[src/rtl/pfsa_pkg.sv]
// shared types, widths and codes for the page free-stack allocator
`timescale 1ns / 1ps

package pfsa_pkg;

  localparam int unsigned MAX_PAGES_DEF = 1024;
  localparam int unsigned ADDR_BITS_DEF = 32;

  localparam int unsigned ADDR_W     = 32;
  localparam int unsigned SIZE_W     = 17;
  localparam int unsigned COUNT_W    = 11;
  localparam int unsigned STATUS_W   = 3;
  localparam int unsigned FREE_W     = 11;
  localparam int unsigned CFG_IDX_W  = 2;
  localparam int unsigned CFG_DATA_W = 32;
  localparam int unsigned END_W      = 36;
  localparam int unsigned DIV_STEPS  = 32;
  localparam int unsigned DIV_CNT_W  = $clog2(DIV_STEPS);

  localparam logic [CFG_IDX_W-1:0] REG_POOL_BASE  = 2'd0;
  localparam logic [CFG_IDX_W-1:0] REG_PAGE_SIZE  = 2'd1;
  localparam logic [CFG_IDX_W-1:0] REG_PAGE_COUNT = 2'd2;

  typedef enum logic [STATUS_W-1:0] {
    ST_OK    = 3'd0,
    ST_EMPTY = 3'd1,
    ST_RANGE = 3'd2,
    ST_ALIGN = 3'd3,
    ST_FULL  = 3'd4
  } status_e;

  typedef struct packed {
    logic    load_in;
    logic    mul;
    logic    end_calc;
    logic    rd;
    logic    div_start;
    logic    div_step;
    logic    pop;
    logic    push;
    logic    res_load;
    status_e res_code;
  } cmd_t;

  typedef struct packed {
    logic mode;
    logic alloc_ok;
    logic range_bad;
    logic rem_zero;
    logic full;
  } sts_t;

endpackage

[src/rtl/pfsa_ctrl.sv]
// sequencer for the page allocator: handshakes, step order, output valid
`timescale 1ns / 1ps

module pfsa_ctrl (
  input  logic          clk_i,
  input  logic          rst_ni,
  input  logic          in_valid_i,
  output logic          in_ready_o,
  output logic          out_valid_o,
  input  logic          out_ready_i,
  input  pfsa_pkg::sts_t sts_i,
  output pfsa_pkg::cmd_t cmd_o
);

  typedef enum logic [2:0] {
    S_IDLE,
    S_MUL,
    S_END,
    S_DECIDE,
    S_POP,
    S_DIV,
    S_CHECK
  } state_e;

  state_e                          state_q, state_d;
  logic [pfsa_pkg::DIV_CNT_W-1:0] cnt_q, cnt_d;
  logic                            out_valid_q, out_valid_d;
  logic                            out_free;

  assign out_free = !out_valid_q || out_ready_i;

  always_comb begin
    state_d    = state_q;
    cnt_d      = cnt_q;
    cmd_o      = '0;
    cmd_o.res_code = pfsa_pkg::ST_OK;
    in_ready_o = 1'b0;
    case (state_q)
      S_IDLE: begin
        in_ready_o = 1'b1;
        if (in_valid_i) begin
          cmd_o.load_in = 1'b1;
          state_d       = S_MUL;
        end
      end
      S_MUL: begin
        cmd_o.mul = 1'b1;
        state_d   = S_END;
      end
      S_END: begin
        cmd_o.end_calc = 1'b1;
        state_d        = S_DECIDE;
      end
      S_DECIDE: begin
        if (!sts_i.mode) begin
          if (sts_i.alloc_ok) begin
            cmd_o.rd = 1'b1;
            state_d  = S_POP;
          end else if (out_free) begin
            cmd_o.res_load = 1'b1;
            cmd_o.res_code = pfsa_pkg::ST_EMPTY;
            state_d        = S_IDLE;
          end
        end else if (sts_i.range_bad) begin
          if (out_free) begin
            cmd_o.res_load = 1'b1;
            cmd_o.res_code = pfsa_pkg::ST_RANGE;
            state_d        = S_IDLE;
          end
        end else begin
          cmd_o.div_start = 1'b1;
          cnt_d           = '0;
          state_d         = S_DIV;
        end
      end
      S_DIV: begin
        cmd_o.div_step = 1'b1;
        cnt_d          = cnt_q + 1'b1;
        if (cnt_q == pfsa_pkg::DIV_CNT_W'(pfsa_pkg::DIV_STEPS - 1)) begin
          state_d = S_CHECK;
        end
      end
      S_CHECK: begin
        if (out_free) begin
          cmd_o.res_load = 1'b1;
          state_d        = S_IDLE;
          if (!sts_i.rem_zero) begin
            cmd_o.res_code = pfsa_pkg::ST_ALIGN;
          end else if (sts_i.full) begin
            cmd_o.res_code = pfsa_pkg::ST_FULL;
          end else begin
            cmd_o.push     = 1'b1;
            cmd_o.res_code = pfsa_pkg::ST_OK;
          end
        end
      end
      S_POP: begin
        // ram data stays put while the output register is still occupied
        if (out_free) begin
          cmd_o.pop      = 1'b1;
          cmd_o.res_load = 1'b1;
          cmd_o.res_code = pfsa_pkg::ST_OK;
          state_d        = S_IDLE;
        end
      end
      default: begin
        state_d = S_IDLE;
      end
    endcase
  end

  always_comb begin
    if (cmd_o.res_load) begin
      out_valid_d = 1'b1;
    end else if (out_ready_i) begin
      out_valid_d = 1'b0;
    end else begin
      out_valid_d = out_valid_q;
    end
  end

  always_ff @(posedge clk_i or negedge rst_ni) begin
    if (!rst_ni) begin
      state_q     <= S_IDLE;
      cnt_q       <= '0;
      out_valid_q <= 1'b0;
    end else begin
      state_q     <= state_d;
      cnt_q       <= cnt_d;
      out_valid_q <= out_valid_d;
    end
  end

  assign out_valid_o = out_valid_q;

endmodule

[config.mk]
export PLATFORM = sky130hd
export DESIGN_NAME = pfsa_ctrl
export DESIGN_NICKNAME = d
export VERILOG_FILES = /design/src/rtl/pfsa_pkg.sv /design/src/rtl/pfsa_ctrl.sv
export SDC_FILE = /design/constraint.sdc
export NUM_CORES = 1
export LEC_CHECK = 0
export ABC_AREA = 1
export BUFFER_PORTS_ARGS = -buffer_cell sky130_fd_sc_hd__buf_2
export CAP_MARGIN = 40
export CORE_MARGIN = 1.5
export CORE_UTILIZATION = 40
export CTS_CLUSTER_DIAMETER = 150
export DETAILED_ROUTE_END_ITERATION = 16
export GPL_TIMING_DRIVEN = 0
export PLACE_DENSITY_LB_ADDON = 0.08
export SLEW_MARGIN = 5
export SYNTH_ARGS = -nofsm -noshare
export SYNTH_HDL_FRONTEND = slang
export SYNTH_SLANG_ARGS = --single-unit
[constraint.sdc]
create_clock -name clk_i -period 1.6 [get_ports clk_i]
set_clock_uncertainty 0.2 [all_clocks]
set_input_delay 0.08 -clock clk_i [delete_from_list [all_inputs] [get_ports clk_i]]
set_output_delay 0.08 -clock clk_i [all_outputs]
set_load 0.03 [all_outputs]
==> reports/qor.csv, run 1 <==
metric;value;unit
rsz0062_at_grt;yes;
leakage;0.596;nW
grt_pass1_wl;2640;µm
hold_viol;0;
h-tree-depth;1;
slew_headroom;71.1;%
ys.flop_type;dfrtp_1;
hold_path_depth;6;
regToRegEndpoint;state_q[1];
ys_ff_latch;9;
cp_slowest_stage_delay;0.34;ns
cp-end-kind;primary output;
ios;23;
crit_path_cell_trace;buf_6 -> nand2_2 -> nor2_4 -> nand4_1 -> buf_4 -> nand2_2 -> buf_6;
async_reset_ff_share;100;%
grtUsageTotal;17.7;%
via_per_inst;4.43;
setup_viol;5;
fp.coreArea;1710;µm²
insertion_delay;0.26;ns
crit_family;buffers and inverters;
setup_ws;-0.0461;ns
grt_overflow;0;
clockBufferDepth;2;
start_util;41.8;%
holdPathEnd;state_q[0];
crit_cells;7;
r2r-start;state_q[0];
synth_edf_count;0;
worst_pin_slew;0.432;ns
io_buffer_count;22;
nNetsFinal;154;
hp-class;in2reg;
final_area;1110;µm²
failed_checks;negative setup slack;
ys_seq_area_share;31.5;%
pwr_density_cell;1600;nW/µm²
cts_root_buffer;clkbuf_4;
r2r_setup_slack;0.09;ns
die_width;45.3;µm
drt-total-wl;1710;µm
cts_buffers;3;
drive_gt1_share;47.9;%
synth.distinct_cells;22;
maxCapViolCount;0;
arrival;1.37;ns
syn_area;714;µm²
drt-initial-drc-count;7;
finalSetupTns;-0.136;ns
layout_commonest_cell;nand2_1;
fmax;607;MHz
syn2layout_area_growth;55.0;%
power;1.77;mW
syn_nets;111;
critical_path_class;reg2out;
hpwl;1170;µm
slew_violations;0;
place_area;871;µm²
hp-start;sts_i[3];
die_area;2050;µm²
layout_common_cells;nand2_1, buf_4, inv_1, buf_2;
antenna_found_initial;0;
gp_congestion;0.766;
vdd.ir_drop.worst;0.000808;V
clock-sinks;9;
diodes;0;
grt_max_degree;10;
ant_nets;0;
status;complete, but fails checks;
route.detailed.drc;0;
required;1.32;ns
crit_buf_inv;3;
firstDrtPassIters;2;
crit_path_start_kind;register;
syn_inst;100;
period_needed;1.65;ns
ff2ff_path_depth;8;
yosys_warnings;0;
fp.dieH;45.3;µm
grt_pass1_vias;616;
vias;740;
cts_tree;yes;
rows;15;
fin_crit_sh;103;%
avgSynthCellArea;7.14;µm²
cp_slowest_cell;dfrtp_1;
routedWlPerCell;10.2;µm
crit_path_max_fanout;4;
clk_pin_slew_worst_paths;0.06;ns
[area by class of cell]
type                       instances  area [µm²]
fill                             146         601
multi-input combinational         69         432
timing repair buffer              39         290
sequential                         9         226
inverter                          19        78.8
tap                               25        31.3
clock buffer                       4        26.3
buffer                             2        22.5
[cells by family after synthesis]
logic type | after synthesis | synth area share (%)
flops | 9 | 31.5
compound gates | 10 | 8.93
simple gates | 57 | 41.5
fa+ha+maj | 2 | 3.50
buf+inv | 22 | 14.5
[synth_stat cells, types with 2 or more instances]
cell      n  share of area, %
nor3_1    4               2.8
a21oi_2   2               2.5
a21oi_1   2               1.4
inv_1    17               8.9
nor2_1   11               5.8
nand2_1  24                13
o21ai_0   4               2.8
buf_6     2               3.2
ha_1      2               3.5
nand3_1   6               4.2
nand2_4   4               6.3
nand4_1   4               3.5
dfrtp_1   9                32
[flip-flops by register name (all words and copies together) (netlist names)]
name and flops:
cnt_q 5, state_q 3, out_valid_o 1
[worst reg2reg max path, cell delays in order (launching register included)]
cell     delay, ns
dfrtp_1       0.37
buf_6         0.13
buf_4         0.15
nand3_4       0.12
inv_4         0.06
buf_4         0.14
nand2_4       0.06
nand4_1       0.09
a21oi_2       0.11
[routing by layer]
layer	global-route usage (%)	wire [µm]	vias to the layer above
li1	-	-	404
met1	25.8	862	321
met2	26.0	782	15
met3	6.00	60	0
met4	1.76	0	0
met5	0	0	-
[where the power goes]
part           internal (mW)  switching, mW
logic                  0.512          0.747
clock network         0.0960         0.0782
registers              0.296         0.0451
[how the worst max path moves through the flow]
stage | start | endpoint | slack (ns)
6_report | state_q[0] | cmd_o[0] | -0.05
5_1_grt | out_valid_o | cmd_o[4] | -0.13
4_1_cts | state_q[0] | cmd_o[1] | -0.05
3_5_place_dp | state_q[0] | cmd_o[4] | -0.003
3_3_place_gp | state_q[1] | cmd_o[3] | -0.007
2_1_floorplan | state_q[2] | state_q[2] | 0.007
[timing repair]
item                                    CTS  global route
hold buffers                              2             0
buffers inserted                          7             8
gates resized for setup                  18            15
pin swaps                                 8             5
endpoints found under the setup margin    9            11
endpoints found under the hold margin     9             0
[metrics by stage]
step / utilization (%) / hold WS, ns / cells / setup WS (ns)
after CTS: 59.2 / 0.0155 / 159 / -0.0541
after global routing: 64.8 / 0.0715 / 167 / -0.130
after detailed placement: 51.0 / -0.260 / 147 / -0.00321
after floorplan: - / -0.416 / 100 / 0.00671
final: 64.8 / 0.0275 / 167 / -0.0461
after global placement: 51.0 / -0.259 / 147 / -0.00680
Note: power is estimated with default switching activity, not from simulation.
==> run 2: changes to the inputs <==
--- a/config.mk
+++ b/config.mk
@@ -5,7 +5,6 @@
 export SDC_FILE = /design/constraint.sdc
 export NUM_CORES = 1
 export LEC_CHECK = 0
-export ABC_AREA = 1
 export BUFFER_PORTS_ARGS = -buffer_cell sky130_fd_sc_hd__buf_2
 export CAP_MARGIN = 40
 export CORE_MARGIN = 1.5
==> reports/qor.csv, run 2 <==
metric;value;unit;change
rows;14;;-1
layout_common_cells;buf_4, buf_6, buf_2, nand2_1, dfrtp_1;;
ys_top_cells_by_area;dfrtp_1, nand2_1, ha_1;;
drive_gt1_share;51.6;%;+3.7 points
final_cell_count_no_fill;140;;-16%
cp_slowest_cell;dfrtp_1;;
grt_max_degree;11;;+1
clk_pin_slew_worst_paths;0.06;ns;about the same
die_area;1970;µm²;-3.9%
hold_ws;-0.00687;ns;-0.0343 ns
synth_edf_count;0;;unchanged
setup_ws;-0.169;ns;-0.122 ns
drt-initial-drc-count;22;;+15
syn_inst;79;;-21%
hpwl;1030;µm;-12%
slew_headroom;83.0;%;+12 points
period_needed;1.77;ns;+0.122 ns
fmax;565;MHz;-6.9%
syn_nets;90;;-19%
r2r-start;state_q[2];;
setup_viol;11;;+6
h-tree-depth;1;;unchanged
route.detailed.drc;2;;+2
cts_tree;yes;;
clockBufferDepth;2;;unchanged
worst_pin_slew;0.254;ns;-0.178 ns
grt_pass1_vias;614;;-0.32%
hold_viol;9;;+9
nNetsFinal;136;;-12%
synth.distinct_cells;34;;+55%
grt_overflow;0;;unchanged
crit_cells;4;;-3
fp.coreArea;1560;µm²;-8.7%
critical_path_class;reg2out;;
routedWlPerCell;13.1;µm;+28%
ys.flop_type;dfrtp_1;;
syn2layout_area_growth;65.4;%;
top_register;cnt_q;;
crit_path_frequent_cell;buf_6;;
start_util;43.9;%;+2.1 points
required;1.32;ns;about the same
firstDrtPassIters;10;;+8
crit_path_start;state_q[2];;
place_ws;0.0143;ns;+0.0175 ns
ys_seq_area_share;32.9;%;+1.4 points
crit_buf_inv;2;;-1
grtUsageTotal;18.5;%;+0.86 points
regToRegEndpoint;state_q[0];;
maxCapViolCount;0;;unchanged
status;complete, but fails checks;;
crit_path_start_kind;register;;
crit_family;flip-flops;;
synth.top_cell.area_share;32.9;%;+1.4 points
finalSetupTns;-1.12;ns;-0.981 ns
diodes;0;;unchanged
fp.dieH;44.4;µm;-2.0%
leakage;0.567;nW;-4.8%
antenna_found_initial;0;;unchanged
fin_crit_sh;111;%;+7.7 points
cp_slowest_stage_delay;0.42;ns;+0.08 ns
crit_path_cell_trace;buf_6 -> or3b_4 -> a21oi_2 -> buf_6;;
rsz0062_at_grt;yes;;
slew_violations;0;;unchanged
crit_path_max_fanout;4;;unchanged
ant_nets;0;;unchanged
failed_checks;design-rule violations, negative hold slack, negative setup slack;;
largest_reg_flops;5;;unchanged
arrival;1.49;ns;+0.12 ns
cts_buffers;3;;unchanged
syn_area;684;µm²;-4.2%
vias;724;;-2.2%
drt-total-wl;1830;µm;+7.3%
yosysTopAreaCell;dfrtp_1;;
grt_pass1_wl;2620;µm;-0.76%
ys_ff_latch;9;;unchanged
cts_root_buffer;clkbuf_4;;
hp-class;in2async;;
io_buffer_count;22;;unchanged
yosys_warnings;0;;unchanged
ff2ff_path_depth;7;;-1
via_per_inst;5.17;;+17%
yosys-top-cells-count;dfrtp_1, nand2_1, nor2_1;;
avgSynthCellArea;8.66;µm²;+21%
async_reset_ff_share;100;%;unchanged
clock-sinks;9;;unchanged
pwr_density_cell;1820;nW/µm²;+14%
ios;23;;unchanged
r2r_setup_slack;-0.01;ns;-0.10 ns
insertion_delay;0.26;ns;about the same
vdd.ir_drop.worst;0.000959;V;+19%
cp-end-kind;primary output;;
die_width;44.4;µm;-2.0%
gp_congestion;0.755;;-1.5%
layout_commonest_cell;buf_4;;
dp_cells;117;;-20%
power;2.06;mW;+16%
[run 2: cell types whose count changed in the layout (fill, tap and decap cells not counted), sizes merged, moves of 3 or more]
| cell | change |
|---|---|
| nand3b | +3 |
| inv | -15 |
| nand2 | -19 |
| buf | +5 |
| nor2 | -6 |
| nor2b | +6 |
| nand4 | -3 |
| nand2b | +3 |
| nand3 | -4 |
[run 2: final cells by class]
type                            instances  area (µm²)
Timing Repair Buffer                   41         327
Tap cell                               16        20.0
Clock buffer                            4        26.3
Fill cell                             128         427
Buffer                                  5        52.6
Sequential cell                         9         226
Multi-Input combinational cell         61         460
Inverter                                4        20.0
[run 2: where the power goes]
part | switching, mW | internal, mW | total, mW | leakage (nW)
sequential | 0.105 | 0.328 | 0.432 | 0.116
clock | 0.0830 | 0.0963 | 0.179 | 0.0150
combinational | 0.724 | 0.729 | 1.45 | 0.436
[run 2: worst max path at each step]
stage	slack, ns	end
final	-0.17	cmd_o[0]
after floorplan	-0.21	cmd_o[2]
after CTS	-0.16	cmd_o[0]
after detailed placement	0.01	cmd_o[3]
after global routing	-0.23	cmd_o[1]
after global placement	0.005	cmd_o[3]
[run 2: what timing repair did]
action / CTS / global route
buffers inserted: 8 / 8
endpoints found under the setup margin: 10 / 15
hold endpoints to repair: 12 / 0
gates resized for setup: 27 / 10
pin swaps: 2 / 6
hold buffers: 4 / 0
[run 2: logic make-up (layout without fill, tap and decap cells)]
family	after synthesis	in the layout	synth area share, %
and+or+nand+nor	43	43	40.0
AOI/OAI and AO/OA	14	14	12.1
DFF	9	9	32.9
buffers and inverters	9	54	8.77
adders and majority gates	2	2	3.66
xor gates and xnor gates	2	2	2.56
[run 2: layer usage]
| layer | routed length (µm) | global-route usage (%) | vias to the layer above | share of wire, % |
|---|---|---|---|---|
| met5 | 0 | 0 | - | 0 |
| met4 | 12 | 3.64 | 0 | 0.66 |
| met3 | 125 | 4.90 | 2 | 6.8 |
| met2 | 948 | 31.2 | 27 | 52 |
| met1 | 742 | 24.0 | 336 | 41 |
| li1 | - | - | 359 | - |
[run 2: stage by stage]
step,utilization [%],area (µm²)
after floorplan,-,703
after global placement,53.5,833
after detailed placement,53.5,833
after CTS,67.2,1050
after global routing,72.6,1130
final,72.6,1130
